[config.mk]
export PLATFORM = sky130hd
export DESIGN_NAME = conveyor_device_sequencer
export DESIGN_NICKNAME = d
export VERILOG_FILES = /design/src/cds_pkg.sv /design/src/cds_cfg_regs.sv /design/src/cds_step.sv /design/src/conveyor_device_sequencer.sv
export SDC_FILE = /design/constraint.sdc
export NUM_CORES = 1
export LEC_CHECK = 0
export BUFFER_PORTS_ARGS = -buffer_cell sky130_fd_sc_hd__buf_2
export CAP_MARGIN = 20
export CORE_UTILIZATION = 60
export CTS_BUF_LIST = sky130_fd_sc_hd__clkbuf_16
export DETAILED_ROUTE_END_ITERATION = 7
export PLACE_DENSITY = 0.77
export SYNTH_ARGS = -nofsm -noshare
export SYNTH_HDL_FRONTEND = slang
export SYNTH_SLANG_ARGS = --single-unit
[constraint.sdc]
create_clock -name clk_i -period 10.41 [get_ports clk_i]
set_clock_uncertainty 0.1 [all_clocks]
set_input_delay 1.041 -clock clk_i [delete_from_list [all_inputs] [get_ports clk_i]]
set_output_delay 1.041 -clock clk_i [all_outputs]
set_load 0.005 [all_outputs]
[src/cds_pkg.sv]
// ----------------------------------------------------------------------------
// cds_pkg: shared types and constants of the conveyor device sequencer
// Register map, phase codes and the per-conveyor state record.
// ----------------------------------------------------------------------------
`default_nettype none

package cds_pkg;

  // Plan register layout
  localparam int unsigned PLAN_W     = 37;
  localparam int unsigned ON_TIME_W  = 10;
  localparam int unsigned PAUSE_W    = 7;
  localparam int unsigned PAUSE_LSB  = 30;
  localparam int unsigned SCALE_W    = 10;
  localparam int unsigned NUM_PLANS  = 4;
  localparam int unsigned NUM_DEV    = 3;

  // Configuration port
  localparam int unsigned CFG_IDX_W  = 3;
  localparam int unsigned CFG_DATA_W = PLAN_W;
  localparam logic [CFG_IDX_W-1:0] REG_PLAN_CONVEYOR0 = 3'd0;
  localparam logic [CFG_IDX_W-1:0] REG_TIME_SCALE     = 3'd4;
  localparam logic [SCALE_W-1:0]   SCALE_RESET        = 10'd1;

  // Time base
  localparam int unsigned TIME_W = 32;

  // Payload widths
  localparam int unsigned CONV_W  = 2;
  localparam int unsigned PHASE_W = 3;

  // Sequence phases
  localparam logic [PHASE_W-1:0] PH_START     = 3'd0;
  localparam logic [PHASE_W-1:0] PH_DEV0_ON   = 3'd1;
  localparam logic [PHASE_W-1:0] PH_PAUSE0    = 3'd2;
  localparam logic [PHASE_W-1:0] PH_DEV1_ON   = 3'd3;
  localparam logic [PHASE_W-1:0] PH_PAUSE1    = 3'd4;
  localparam logic [PHASE_W-1:0] PH_DEV2_ON   = 3'd5;
  localparam logic [PHASE_W-1:0] PH_FINAL     = 3'd6;

  typedef logic [PLAN_W-1:0] plan_t;

  typedef struct packed {
    logic [TIME_W-1:0]  deadline;
    logic [PHASE_W-1:0] phase;
    logic [NUM_DEV-1:0] drive;
  } conv_state_t;

endpackage

`default_nettype wire

[src/cds_cfg_regs.sv]
// ----------------------------------------------------------------------------
// cds_cfg_regs: configuration register file
// Holds the four conveyor plans and the common time scale.
// ----------------------------------------------------------------------------
`default_nettype none

module cds_cfg_regs (
  input  wire logic                             clk_i,
  input  wire logic                             rst_ni,
  input  wire logic                             cfg_we_i,
  input  wire logic [cds_pkg::CFG_IDX_W-1:0]    cfg_idx_i,
  input  wire logic [cds_pkg::CFG_DATA_W-1:0]   cfg_wdata_i,
  output      cds_pkg::plan_t                   plan_o [cds_pkg::NUM_PLANS],
  output      logic [cds_pkg::SCALE_W-1:0]      scale_o
);

  cds_pkg::plan_t                plan_q [cds_pkg::NUM_PLANS];
  logic [cds_pkg::SCALE_W-1:0]   scale_q;

  always_ff @(posedge clk_i or negedge rst_ni) begin
    if (!rst_ni) begin
      for (int i = 0; i < int'(cds_pkg::NUM_PLANS); i++) begin
        plan_q[i] <= '0;
      end
      scale_q <= cds_pkg::SCALE_RESET;
    end else if (cfg_we_i) begin
      if (cfg_idx_i < cds_pkg::REG_TIME_SCALE) begin
        plan_q[cfg_idx_i[1:0]] <= cfg_wdata_i[cds_pkg::PLAN_W-1:0];
      end else if (cfg_idx_i == cds_pkg::REG_TIME_SCALE) begin
        scale_q <= cfg_wdata_i[cds_pkg::SCALE_W-1:0];
      end
    end
  end

  assign plan_o  = plan_q;
  assign scale_o = scale_q;

endmodule

`default_nettype wire

[src/cds_step.sv]
// ----------------------------------------------------------------------------
// cds_step: next-state logic of one conveyor
// Expiry test, deadline arming and phase/drive update for one poll.
// ----------------------------------------------------------------------------
`default_nettype none

module cds_step (
  input  wire logic                           run_i,
  input  wire logic [cds_pkg::TIME_W-1:0]     now_i,
  input  wire cds_pkg::plan_t                 plan_i,
  input  wire logic [cds_pkg::SCALE_W-1:0]    scale_i,
  input  wire cds_pkg::conv_state_t           cur_i,
  output      cds_pkg::conv_state_t           nxt_o
);

  logic [cds_pkg::ON_TIME_W-1:0]            units;
  logic [cds_pkg::ON_TIME_W+cds_pkg::SCALE_W-1:0] span;
  logic [cds_pkg::TIME_W-1:0]               armed;
  logic [cds_pkg::TIME_W-1:0]               age;
  logic                                     expired;
  logic [cds_pkg::NUM_DEV-1:0]              dev_bit;

  // Pick the time slot for the deadline armed from this phase.
  always_comb begin
    case (cur_i.phase)
      cds_pkg::PH_PAUSE0: units = plan_i[19:10];
      cds_pkg::PH_PAUSE1: units = plan_i[29:20];
      cds_pkg::PH_DEV0_ON,
      cds_pkg::PH_DEV1_ON,
      cds_pkg::PH_DEV2_ON:
        units = {{(cds_pkg::ON_TIME_W-cds_pkg::PAUSE_W){1'b0}},
                 plan_i[cds_pkg::PAUSE_LSB +: cds_pkg::PAUSE_W]};
      default:            units = plan_i[9:0];
    endcase
  end

  assign span    = units * scale_i;
  assign armed   = now_i + cds_pkg::TIME_W'(span);
  assign age     = now_i - cur_i.deadline;
  assign expired = ~age[cds_pkg::TIME_W-1];
  // Device touched by phases 1..5 sits at phase / 2.
  assign dev_bit = cds_pkg::NUM_DEV'(1) << cur_i.phase[2:1];

  always_comb begin
    nxt_o = cur_i;
    if (!run_i) begin
      nxt_o.drive = '0;
      nxt_o.phase = cds_pkg::PH_START;
    end else begin
      case (cur_i.phase)
        cds_pkg::PH_START: begin
          nxt_o.deadline = armed;
          nxt_o.drive    = cur_i.drive | cds_pkg::NUM_DEV'(1);
          nxt_o.phase    = cds_pkg::PH_DEV0_ON;
        end
        cds_pkg::PH_DEV0_ON,
        cds_pkg::PH_DEV1_ON,
        cds_pkg::PH_DEV2_ON: begin
          if (expired) begin
            nxt_o.deadline = armed;
            nxt_o.drive    = cur_i.drive & ~dev_bit;
            nxt_o.phase    = cur_i.phase + cds_pkg::PHASE_W'(1);
          end
        end
        cds_pkg::PH_PAUSE0,
        cds_pkg::PH_PAUSE1: begin
          if (expired) begin
            nxt_o.deadline = armed;
            nxt_o.drive    = cur_i.drive | dev_bit;
            nxt_o.phase    = cur_i.phase + cds_pkg::PHASE_W'(1);
          end
        end
        cds_pkg::PH_FINAL: begin
          if (expired) begin
            nxt_o.phase = cds_pkg::PH_START;
          end
        end
        default: nxt_o = cur_i;
      endcase
    end
  end

endmodule

`default_nettype wire

[src/conveyor_device_sequencer.sv]
// ----------------------------------------------------------------------------
// conveyor_device_sequencer: four-conveyor, three-device timed sequencer
// Keeps a millisecond counter and, per conveyor, a seven-phase on/pause
// sequence driving three devices; each poll returns that conveyor's drive.
// ----------------------------------------------------------------------------
//
//   Channel  Direction  Handshake                 Payload
//   -------  ---------  ------------------------  -------------------------------
//   in       sink       in_valid_i / in_ready_o   conveyor_i, run_i, tick_i
//   out      source     out_valid_o / out_ready_i conveyor_echo_o, device_mask_o,
//                                                 phase_out_o
//   cfg      sink       cfg_we_i (no wait)        cfg_idx_i, cfg_wdata_i
//
// Cycles: one transaction per cycle while the output is not stalled; a result passes
//   through the input register, then the result register, before it is offered.
// The per-conveyor state update (expiry compare, 10x10 multiply, 32-bit add)
//   completes in the cycle the poll moves into the result register, so the
//   next poll of the same conveyor sees the updated state.
// Reset: counter, deadlines, phases and drives go to zero, time scale to one.
// Stalls: the input register keeps accepting while the result register is
//   free or being drained; a stalled output holds its result.
`default_nettype none

module conveyor_device_sequencer #(
  parameter int unsigned NUM_CONVEYORS = 4
) (
  input  wire logic                            clk_i,
  input  wire logic                            rst_ni,
  // Poll transactions
  input  wire logic                            in_valid_i,
  output      logic                            in_ready_o,
  input  wire logic [cds_pkg::CONV_W-1:0]      conveyor_i,
  input  wire logic                            run_i,
  input  wire logic                            tick_i,
  // Result transactions
  output      logic                            out_valid_o,
  input  wire logic                            out_ready_i,
  output      logic [cds_pkg::CONV_W-1:0]      conveyor_echo_o,
  output      logic [cds_pkg::NUM_DEV-1:0]     device_mask_o,
  output      logic [cds_pkg::PHASE_W-1:0]     phase_out_o,
  // Configuration writes
  input  wire logic                            cfg_we_i,
  input  wire logic [cds_pkg::CFG_IDX_W-1:0]   cfg_idx_i,
  input  wire logic [cds_pkg::CFG_DATA_W-1:0]  cfg_wdata_i
);

  // Only conveyors that have a plan register carry state.
  localparam int unsigned NCONV  = (NUM_CONVEYORS < cds_pkg::NUM_PLANS) ?
                                   NUM_CONVEYORS : cds_pkg::NUM_PLANS;
  localparam int unsigned CIDX_W = (NCONV > 1) ? $clog2(NCONV) : 1;

  // Configuration
  cds_pkg::plan_t                plan   [cds_pkg::NUM_PLANS];
  logic [cds_pkg::SCALE_W-1:0]   scale;

  cds_cfg_regs u_cfg (
    .clk_i      (clk_i),
    .rst_ni     (rst_ni),
    .cfg_we_i   (cfg_we_i),
    .cfg_idx_i  (cfg_idx_i),
    .cfg_wdata_i(cfg_wdata_i),
    .plan_o     (plan),
    .scale_o    (scale)
  );

  // Input register
  logic                          in_vld_q;
  logic [cds_pkg::CONV_W-1:0]    in_conv_q;
  logic                          in_run_q;
  logic                          in_tick_q;

  // Result register
  logic                          out_vld_q;
  logic [cds_pkg::CONV_W-1:0]    out_conv_q;
  logic [cds_pkg::NUM_DEV-1:0]   out_mask_q;
  logic [cds_pkg::PHASE_W-1:0]   out_phase_q;

  // Sequencer state
  logic [cds_pkg::TIME_W-1:0]    time_now_q;
  logic [cds_pkg::TIME_W-1:0]    time_now_d;
  cds_pkg::conv_state_t          conv_q [NCONV];

  logic                          advance;
  logic                          in_range;
  logic [CIDX_W-1:0]             sel;
  cds_pkg::conv_state_t          cur;
  cds_pkg::conv_state_t          nxt;

  // Move the held poll into the result register when that slot frees up.
  assign advance    = in_vld_q && (!out_vld_q || out_ready_i);
  assign in_ready_o = !in_vld_q || advance;

  assign in_range   = ({1'b0, in_conv_q} < (cds_pkg::CONV_W+1)'(NCONV));
  assign sel        = CIDX_W'(in_conv_q);
  assign cur        = in_range ? conv_q[sel] : '0;

  // Tick applies before the poll is evaluated.
  assign time_now_d = time_now_q + cds_pkg::TIME_W'(in_tick_q);

  cds_step u_step (
    .run_i  (in_run_q),
    .now_i  (time_now_d),
    .plan_i (plan[in_conv_q]),
    .scale_i(scale),
    .cur_i  (cur),
    .nxt_o  (nxt)
  );

  // Input register control
  always_ff @(posedge clk_i or negedge rst_ni) begin
    if (!rst_ni) begin
      in_vld_q <= 1'b0;
    end else if (in_ready_o) begin
      in_vld_q <= in_valid_i;
    end
  end

  // Input register payload
  always_ff @(posedge clk_i) begin
    if (in_valid_i && in_ready_o) begin
      in_conv_q <= conveyor_i;
      in_run_q  <= run_i;
      in_tick_q <= tick_i;
    end
  end

  // Result register control
  always_ff @(posedge clk_i or negedge rst_ni) begin
    if (!rst_ni) begin
      out_vld_q <= 1'b0;
    end else if (advance) begin
      out_vld_q <= 1'b1;
    end else if (out_ready_i) begin
      out_vld_q <= 1'b0;
    end
  end

  // Result register payload; out-of-range polls report a zero mask and phase.
  always_ff @(posedge clk_i) begin
    if (advance) begin
      out_conv_q  <= in_conv_q;
      out_mask_q  <= in_range ? nxt.drive : '0;
      out_phase_q <= in_range ? nxt.phase : cds_pkg::PH_START;
    end
  end

  // Advance time and commit the polled conveyor's new state.
  always_ff @(posedge clk_i or negedge rst_ni) begin
    if (!rst_ni) begin
      time_now_q <= '0;
      for (int i = 0; i < int'(NCONV); i++) begin
        conv_q[i] <= '0;
      end
    end else if (advance) begin
      time_now_q <= time_now_d;
      for (int i = 0; i < int'(NCONV); i++) begin
        if (in_range && (sel == CIDX_W'(i))) begin
          conv_q[i] <= nxt;
        end
      end
    end
  end

  assign out_valid_o     = out_vld_q;
  assign conveyor_echo_o = out_conv_q;
  assign device_mask_o   = out_mask_q;
  assign phase_out_o     = out_phase_q;

endmodule

`default_nettype wire
**After elaboration in Yosys (flattened, before gate mapping)**

Cells that the tools add are included.

- Add/subtract/negate cells: 4
- Multipliers: 1
- Magnitude comparators: 4
- Equality and inequality tests: 10
- Shifts and indexed selects: 1
- Mux-type cells: 20
- Bitwise logic cells: 6
- Reductions and logical operators: 18

Operator list:

| operator | count |
|---|---|
| $mux 38 | 4 |
| $bwmux 148 | 1 |
| $mux 37 | 3 |
| $pmux 32 s3 | 1 |
| $bmux 38 s2 | 1 |
| $bmux 37 s2 | 1 |
| $demux 37 s2 | 1 |
| $add 32x1->32 | 1 |
| $add 32x20->32 | 1 |
| $mux 32 | 1 |
| $sub 32x32->32 | 1 |
| $pmux 10 s3 | 1 |
| $mul 10x10->20 | 1 |
| $eq 3x3->1 const B | 4 |
| $pmux 3 s4 | 1 |
| $reduce_and 2->1 | 5 |
| $pmux 3 s3 | 1 |
| $eq 3x2->1 const B | 2 |
| $ge 3x3->1 const B | 2 |
| $mux 6 | 1 |
| $not 2->3 | 2 |
| $eq 2x2->1 const B | 2 |
| $add 3x1->3 const B | 1 |
| $and 3x3->3 | 1 |
| other kinds (19) | 24 |

- Register bits after elaboration: 356
- Output and inout bits: 10

**Longest topological paths before layout**

Gate-level depths: netlist (run 1).

- Depth in word-level cells: 12
- Mapped depth: 32

**Hierarchy**

A second synthesis (run 1) with hierarchy kept.

- Cells, all modules: 1756
- Area, all modules: 22082.4 um2

By module, submodules not included:

| module | instances | cells an instance | area an instance (um2) | seq. area each (um2) |
|---|---|---|---|---|
| conveyor_device_sequencer | 1 | 655 | 9885.7 | 5014.8 |
| cds_cfg_regs | 1 | 338 | 6259.8 | 3955.0 |
| cds_step | 1 | 763 | 5936.9 | 0.0 |

**Worst setup path after synthesis (run 1)**

Ideal clock, no wire load.

- Path type: register to register
- From: register in_conv_q[0] (netlist name)
- To: register conv_q[72] (netlist name)
- Arrival: 7.785 ns
- Slack: 2.384 ns
- Stages on the path, launching flop included: 29
- Path buffers: 3
- Cell sequence: edfxtp_1 -> clkbuf_1 -> buf_4 -> mux4_2 -> clkbuf_1 -> inv_1 -> ha_1 -> inv_1 -> nor2_1 -> a22oi_1 -> a31oi_1 -> nand2_1 -> fa_1 -> inv_1 -> fa_1 -> fa_1 -> fa_1 -> inv_1 -> fa_1 -> inv_1 -> ha_1 -> a21o_1 -> nand3_1 -> a311o_1 -> o21ai_1 -> a41oi_1 -> or4_1 -> nand3_1 -> a31oi_1

- Word-level cells in the longest chain between the ends: 12
- Elaborated cells between the ends (all ways): 25
- Those cells by class: 2 x add/sub; 1 x mul; 6 x eq/ne; 11 x mux; 1 x bitwise; 4 x reduce/logical

RTL lines:

| item | RTL line | source |
|---|---|---|
| from (decl) | conveyor_device_sequencer.sv:68 | `logic [cds_pkg::CONV_W-1:0] in_conv_q;` |
| from (signal assigned) | conveyor_device_sequencer.sv:121 | `in_conv_q <= conveyor_i;` |
| $not 2->3 (not written as such) | conveyor_device_sequencer.sv:95, conveyor_device_sequencer.sv:103 |  |
| $bmux 38 s2 | conveyor_device_sequencer.sv:95 | `assign cur = in_range ? conv_q[sel] : '0;` |
| $mux 38 (not written as such) (2 in series) | conveyor_device_sequencer.sv:95 |  |
| $eq 3x1->1, or another cell as far along | cds_step.sv:25, cds_step.sv:50 |  |
| $reduce_or 3->1 | cds_step.sv:25, cds_step.sv:50 |  |
| $pmux 10 s3 | cds_step.sv:25 | `case (cur_i.phase)` |
| $mul 10x10->20 | cds_step.sv:37 | `assign span = units * scale_i;` |
| $add 32x20->32 | cds_step.sv:38 | `assign armed = now_i + cds_pkg::TIME_W'(span);` |
| $mux 38 (on tied branches) | cds_step.sv:67, cds_step.sv:59 |  |
| $pmux 32 s3 | cds_step.sv:50 | `case (cur_i.phase)` |
| $mux 32 | cds_step.sv:46 | `if (!run_i) begin` |
| to (signal, indexed assignment) | conveyor_device_sequencer.sv:158 | `conv_q[i] <= nxt;` |
| to (decl) | conveyor_device_sequencer.sv:81 | `cds_pkg::conv_state_t conv_q [NCONV];` |

Parallel ways exist; a longest one is shown, timed or not. The select of a mux whose other input is x is not followed.
A chain may end at the register's enable or synchronous reset.

**Final worst setup path (run 1)**

- From: register in_conv_q[0] (netlist name)
- To: register conv_q[150] (netlist name)

The elaborated chain is that of the path after synthesis.

==> results of run 1 <==
==> layer usage <==
layer  vias up  global-route usage  part of all wire
met3       115              0.0547             0.070
li1       6976                   -                 -
met2       583               0.480              0.48
met4         6              0.0886             0.026
met1      7806               0.401              0.42
met5         -                   0           0.00064
==> stage by stage <==
step | utilization | cell area [um2] | hold slack, ns
2_1_floorplan | - | 22000 | 0.324
3_3_place_gp | 0.630 | 22600 | 0.356
3_5_place_dp | 0.630 | 22600 | 0.367
4_1_cts | 0.664 | 23800 | 0.366
5_1_grt | 0.665 | 23800 | 0.395
6_report | 0.665 | 23800 | 0.358
==> state kept, by name (all words and copies together), names as in the netlist <==
| signal | flops |
|---|---|
| conv_q | 152 |
| u_cfg.plan_o | 148 |
| time_now_q | 32 |
| u_cfg.scale_o | 10 |
| device_mask_o | 3 |
| phase_out_o | 3 |
| conveyor_echo_o | 2 |
| in_conv_q | 2 |
| in_run_q | 1 |
| in_tick_q | 1 |
| in_vld_q | 1 |
| out_valid_o | 1 |
==> cell usage in the layout, fill, tap and decap left out, drive strengths merged, types with 6 or more instances in the layout <==
master | synthesis | final
dfrtp | 343 | 343
nand2 | 250 | 250
inv | 190 | 200
mux2 | 172 | 172
o21ai | 130 | 130
ha | 97 | 97
fa | 82 | 82
buf | 32 | 80
nor2 | 75 | 75
mux4 | 73 | 73
and2 | 55 | 55
xnor2 | 45 | 45
a21oi | 41 | 41
clkbuf | 78 | 38
xor2 | 37 | 37
nand3 | 35 | 35
a31oi | 33 | 33
a32oi | 24 | 24
nand4 | 20 | 20
nor3 | 17 | 17
clkinv | 0 | 17
a21o | 14 | 14
and3 | 13 | 13
edfxtp | 12 | 12
o31ai | 12 | 12
a22oi | 11 | 11
nor4 | 11 | 11
a211oi | 10 | 10
o21a | 9 | 9
nand2b | 6 | 6
==> final cells by class <==
cell class | count | area share
sequential | 356 | 0.376
clock inverter | 31 | 0.0111
inverter | 190 | 0.0299
timing repair buffer | 80 | 0.0214
clock buffer | 38 | 0.0399
tap | 461 | 0.0242
multi-input combinational | 1344 | 0.497
==> final timing paths <==
kind                                     end  slack, ns
setup / recovery                 conv_q[150]       0.96
hold / removal                time_now_q[30]       0.36
setup reg to reg                 conv_q[150]       0.96
hold reg to reg                   conv_q[16]       0.38
max in group asynchronous  u_cfg.plan_o[108]       8.44
min in group clk_i                conv_q[16]       0.38
==> cell usage after synthesis, drive strengths merged, types with 6 or more instances <==
master	count
xor2	37
mux4	73
dfrtp	343
a211oi	10
and3	13
xnor2	45
nand2b	6
nand2	250
a21o	14
nand4	20
nand3	35
and2	55
nor4	11
a31oi	33
o31ai	12
nor3	17
a32oi	24
edfxtp	12
a21oi	41
buf	32
inv	190
a22oi	11
nor2	75
ha	97
o21a	9
o21ai	130
clkbuf	78
fa	82
mux2	172
==> cell families after synthesis <==
group / after synthesis
buf+inv: 300
xor+xnor: 83
fa+ha+maj: 179
flops: 356
compound gates: 322
simple gates: 510
mux: 250
==> summary by stage, run 1 <==
STA
The final period demand of the worst path is around 9.4 ns. Setup violations remaining at the end of the flow were counted as 0. The max-slew violation total from the final report is 0.

The top achievable clock speed is between 100 and 150 MHz. The number of hold violations in the final report was 0. The slew at the pin closest to its max-slew limit is around 1.1 ns. The final worst setup slack is roughly 0.96 ns. The period utilization is 0.907. Setup repair after global routing left no endpoint under its margin. The worst pin sits at a relative slew slack of 0.285. Setup total negative slack on the finished layout was measured at 0 ns.

Critical path
The count of cell instances traversed by the critical path is 26. The critical path arrival is approximately 10 ns. The first element of the critical path is in_conv_q[0]. The critical-path cell with the highest stage delay is sky130_fd_sc_hd__a41oi_1.

The depth of the worst register-to-register path is 26. The maximum net fanout on the critical path is 12. The kind of start point of the critical path is a flop. The kind of cell adding the most delay to the critical path is adder cells. The delay of the slowest cell on the worst path is between 0.9 and 1 ns.

By startpoint and endpoint, the worst setup path is classified as reg -> reg. The startpoint identified for the worst register-to-register timing path is in_conv_q[0]. The nature of the critical path endpoint is a flop. The number of buffers and inverters on the critical path is 6.

The required time at the worst-slack endpoint is 10.71 ns.

Synthesis
The portion of netlist area occupied by mux cells is 0.165. For this run, the register share of the synthesized area comes to 0.408. Each instance of the synthesized netlist takes up on average 11.0 um2. In this run, synthesis produced a sequential element count of between 300 and 400. The post-synthesis cell count is about 2,000.

Of all flip-flops after synthesis, the portion carrying an async set or reset was 0.966. The number of enable-type register cells in the synthesized netlist is 12. The number of unique standard cell types used by synthesis is 76. The share of the synthesized area in compound gates (AO/OA/AOI/OAI) came to 0.100. In the post-synthesis netlist, the biggest area contributors are sky130_fd_sc_hd__dfrtp_1, sky130_fd_sc_hd__mux2_2, sky130_fd_sc_hd__mux4_2. The synthesized-area fraction occupied by and/or/nand/nor cells is 0.109. During synthesis, Yosys emitted a total of 0 warnings. The share of the synthesized area in the top cell type is 0.391. The biggest area contributor in the post-synthesis netlist is sky130_fd_sc_hd__dfrtp_1. The post-synth net total is ~2,200. The synthesized area is between 0.02 and 0.025 mm2.

Of the total synthesized cell area, the portion taken by XOR and XNOR cells is 0.0337. The combinational family with the most area after synthesis is multiplexers. Of the total synthesized cell area, the portion taken by full adders, half adders and majority gates is 0.130.

The most used flip-flop cell after synthesis is sky130_fd_sc_hd__dfrtp_1.

Floorplanning
The area of the die is between 0.03 and 0.04 mm2. Measured along the x axis, the die boundary spans 193 um. For this configuration, the core starts out at a cell density of 0.613. From bottom edge to top edge, the die measures just under 200 um. The row count is 69. The core region area is 0.0358 mm2.

The number of I/O pins is 59.

Routing
The via count is about 15,000. In this run the remaining antenna-violating nets after routing total 0. The count of unresolved DRC violations after routing is 0. Summed over all layers, the routed wires come to between 50,000 and 60,000 um. The first detailed-routing pass ran for 6 iterations. After detailed routing, the average wire length per cell comes to 21.2 um.

The via density per instance is just over 6. The first routing iteration left about 1,300 violations.

Global route
The wire length of the first global-routing pass is a little under 90,000 um. The largest net degree at the start of global routing is 187. Global routing finished with a remaining overflow of 0.

The number of global-route vias before repair came to ~16,000. The total global routing track utilization is 0.293. The initial antenna violation count is 3.

CTS
After clock tree synthesis, the clock-pin slew on the worst setup and hold paths is 0.07 ns. The tree built by TritonCTS fans out to about 360 sinks. The number of hold-repair buffers added at the cts stage is 0. The H-tree was split into 2 levels.

The clock tree root buffer cell is sky130_fd_sc_hd__clkbuf_16. The number of buffers added by the clock tree synthesis step is 38. The number of buffers inserted by post-CTS setup repair is 0. Post-CTS repair changed the size of 0 cells. The CTS tree is done. The clock latency reported for the late side of the worst-skew pair is around 0.57 ns. Counting along the longest clock path gives a buffer depth of 3.

Placement
Buffers placed on the I/O ports in this run total 58. The number of placed instances, taps included is around 2,400. The worst slack after detailed placement is between 1 and 1.5 ns.

The global placer's final weighted congestion is slightly above 0.9. The wire-length estimate of the detail-placed layout is ~36,000 um.

Min path
The class of the tightest hold or removal check is in -> async.

Status
The run finished with clean final reports.

Layout
0 antenna diodes ended up in the layout. At the end of the flow, the number of nets in the layout was approximately 2,200. The storage element area is 0.00897 mm2. The multi-input combinational cell area is between 0.01 and 0.015 mm2. The synthesis-to-layout area growth is 8.50%. Counting the fill cells in the layout gives ~2,600.

Leaving out filler cells and counting taps, the final layout contains roughly 2,500. The fraction of layout cells with a size suffix above 1 is 0.208.

Job
The count of maximum capacitance violations is 0.
Power of run 1 is left out: the tool's default activity adds up to more than one toggle a clock period on the data nets, which glitch-free logic cannot reach.
==> inputs of run 2 (changes only) <==
Settings changed: REMOVE_ABC_BUFFERS set to 1.
==> run 2 against run 1 <==
Net effect: via count down 1.9%; die area unchanged; sequential share of layout area up 0.063 points; cell count up 0.12%.
==> summary by stage, run 2 (same netlist as run 1, synthesis figures left out) <==
Status
Run status: finished, final reports clean (unchanged).

Floorplanning
The initial core utilization is 0.613 (unchanged). The row count was 69 (unchanged). The core region area is 0.0358 mm2 (unchanged). The number of I/O pins was 59 (unchanged). The die outline height is 193 um (unchanged). The die outline width came to 193 um (unchanged). The area of the die was 0.0374 mm2 (unchanged).

Critical path
The required time at the worst-slack endpoint is 10.70 ns (was 10.71 ns). The end point of the critical path is conv_q[110] (was conv_q[150]). The worst flop-to-flop path endpoint is conv_q[110] (was conv_q[150]). The critical path arrival is 9.48 ns (was 9.74 ns). The depth of the worst register-to-register path is 25 (was 26). The maximum net fanout on the critical path is 41 (was 12). The delay of the slowest cell on the worst path is 0.70 ns (was 0.92 ns). The minimum setup slack among reg-to-reg paths is 1.22 ns (was 0.96 ns). The critical path start-end classification was reg -> reg (unchanged). The kind of start point of the critical path is a flop (unchanged).

The critical-path cell with the highest stage delay is sky130_fd_sc_hd__a31oi_1 (was sky130_fd_sc_hd__a41oi_1). The nature of the critical path endpoint is a flop (unchanged). The worst flop-to-flop path startpoint was in_conv_q[0] (unchanged). The first element of the critical path is in_conv_q[0] (unchanged).

STA
The number of hold violations in the final report is 0 (unchanged). The final period demand of the worst path was 9.19 ns (was 9.45 ns). The slew at the pin closest to its max-slew limit came to 1.05 ns (was 1.07 ns).

The total of endpoints with negative setup slack in the final report came to 0 (unchanged). The top achievable clock speed is 109 MHz (was 106 MHz). RSZ-0062 raised after global routing: no (unchanged).

The headroom to the max-slew limit is 0.298 (was 0.285). The period utilization was 0.883 (was 0.907). The max-slew violation total from the final report is 0 (unchanged).

Layout
The utilization of the core after routing is 0.664 (was 0.665). The number of cells in the finished layout apart from fillers was 2,503 (was 2,500). The final cell area excluding filler cells came to 0.0238 mm2 (about the same). The total of fill cells in the finished design came to 2,678 (was 2,597). The final-stage net count was 2,241 (was 2,238). The fraction of layout cells with a size suffix above 1 is 0.206 (was 0.208). The register with the most flip-flops was conv_q (unchanged). The number of flip-flops under the largest register name is 152 (unchanged).

The synthesis-to-layout area growth is 8.32% (was 8.50%). The most common library cell in the layout ignoring fill and taps is sky130_fd_sc_hd__dfrtp_1 (unchanged). Leading cell types in the layout, fill and taps excluded: sky130_fd_sc_hd__dfrtp_1, sky130_fd_sc_hd__nand2_1, sky130_fd_sc_hd__inv_1 (unchanged). The number of inserted diodes is 0 (unchanged).

CTS
The maximum number of buffers from clock root to sink was 3 (unchanged). The clock-pin transition on the worst setup and hold timing paths is 0.06 ns (was 0.07 ns). The number of hold-repair buffers added at the cts stage is 0 (unchanged).

The CTS tree is done (unchanged). The clock sink count is 356 (unchanged). The clock tree root buffer cell is sky130_fd_sc_hd__clkbuf_16 (unchanged). The number of buffers added by the clock tree synthesis step was 40 (was 38). The clock latency reported for the late side of the worst-skew pair is 0.58 ns (was 0.57 ns). The depth of the CTS H-tree is 2 (unchanged). The number of cells upsized or downsized after cts is 0 (unchanged). The number of buffers inserted by post-CTS setup repair is 0 (unchanged).

Routing
The via density per instance is 6.07 (was 6.19). The number of detailed-routing iterations run before antenna repair is 5 (was 6). The via count is 15,200 (was 15,500). The average routed wire per standard cell is 20.4 um (was 21.2 um). The count of unresolved DRC violations after routing was 0 (unchanged). The final wirelength came to 51,000 um (was 52,900 um). The initial detailed-routing violation count came to 975 (was 1,270). The number of nets still failing antenna checks after routing is 0 (unchanged).

Placement
The placed cell area is 0.0226 mm2 (about the same). The number of placed instances, taps included was 2,431 (was 2,429). The count of input and output buffers is 58 (unchanged). The HPWL after detailed placement is 35,100 um (was 35,800 um). The global placer's final weighted congestion came to 0.916 (was 0.923).

Global route
The total global routing track utilization was 0.287 (was 0.293). The number of global-route vias before repair is 16,200 (was 16,400). The wire length of the first global-routing pass was 85,500 um (was 87,000 um). The initial antenna violation count came to 2 (was 3). The largest net degree at the start of global routing is 134 (was 187). The total grt overflow is 0 (unchanged).

Job
The count of maximum capacitance violations was 0 (unchanged).

Min path
The class of the tightest hold or removal check is reg -> reg (was in -> async).
## run 2: cell types whose count changed in the layout (fill, tap and decap cells not counted), moves of 2 or more
| cell | change |
|---|---|
| sky130_fd_sc_hd__clkinv_2 | -4 |
| sky130_fd_sc_hd__inv_1 | +3 |
| sky130_fd_sc_hd__clkbuf_16 | +2 |
| sky130_fd_sc_hd__buf_4 | +3 |
| sky130_fd_sc_hd__bufinv_16 | -3 |
| sky130_fd_sc_hd__clkinvlp_4 | +3 |
## run 2: through the flow
step,hold slack (ns),setup slack [ns],setup TNS (ns)
floorplan,0.341,-0.155,-0.964
global placement,0.356,1.54,0
detailed placement,0.362,1.25,0
CTS,0.373,1.23,0
global route,0.404,0.613,0
finish,0.373,1.22,0
## run 2: critical path, delay by kind of cell, from the launching register on
family	cells	cell delay, ns
buffers and inverters	6	0.96
AO/OA/AOI/OAI	6	2.20
AND/OR/NAND/NOR	5	1.81
multiplexers	2	0.57
adder cells (fa/ha/maj)	6	2.90
flip-flops	1	0.44
## run 2: final cells by class
| cell class | count | area, um2 | area share |
|---|---|---|---|
| clock buffers | 40 | 1000 | 0.0421 |
| clock inverters | 31 | 203 | 0.00852 |
| inverters | 190 | 713 | 0.0300 |
| multi-input cells | 1344 | 11900 | 0.498 |
| flip-flops and latches | 356 | 8970 | 0.377 |
| well taps | 461 | 577 | 0.0242 |
| repair buffers | 81 | 485 | 0.0204 |
## run 2: routing by layer
layer / up-vias / GRT usage / wire [um]
met5: - / 0 / 29
met4: 4 / 0.0880 / 1240
met3: 95 / 0.0500 / 2570
met2: 394 / 0.483 / 25100
met1: 7727 / 0.383 / 22100
li1: 6976 / - / -
## run 2: worst min-delay path by stage
| stage | startpoint | endpoint | depth (start not counted) |
|---|---|---|---|
| 2_1_floorplan | conv_q[41] | conv_q[41] | 2 |
| 3_3_place_gp | conv_q[117] | conv_q[117] | 2 |
| 3_5_place_dp | conv_q[70] | conv_q[70] | 2 |
| 4_1_cts | conv_q[70] | conv_q[70] | 2 |
| 5_1_grt | conv_q[105] | conv_q[105] | 2 |
| 6_report | conv_q[70] | conv_q[70] | 2 |
Power of run 2 is left out for the same reason.
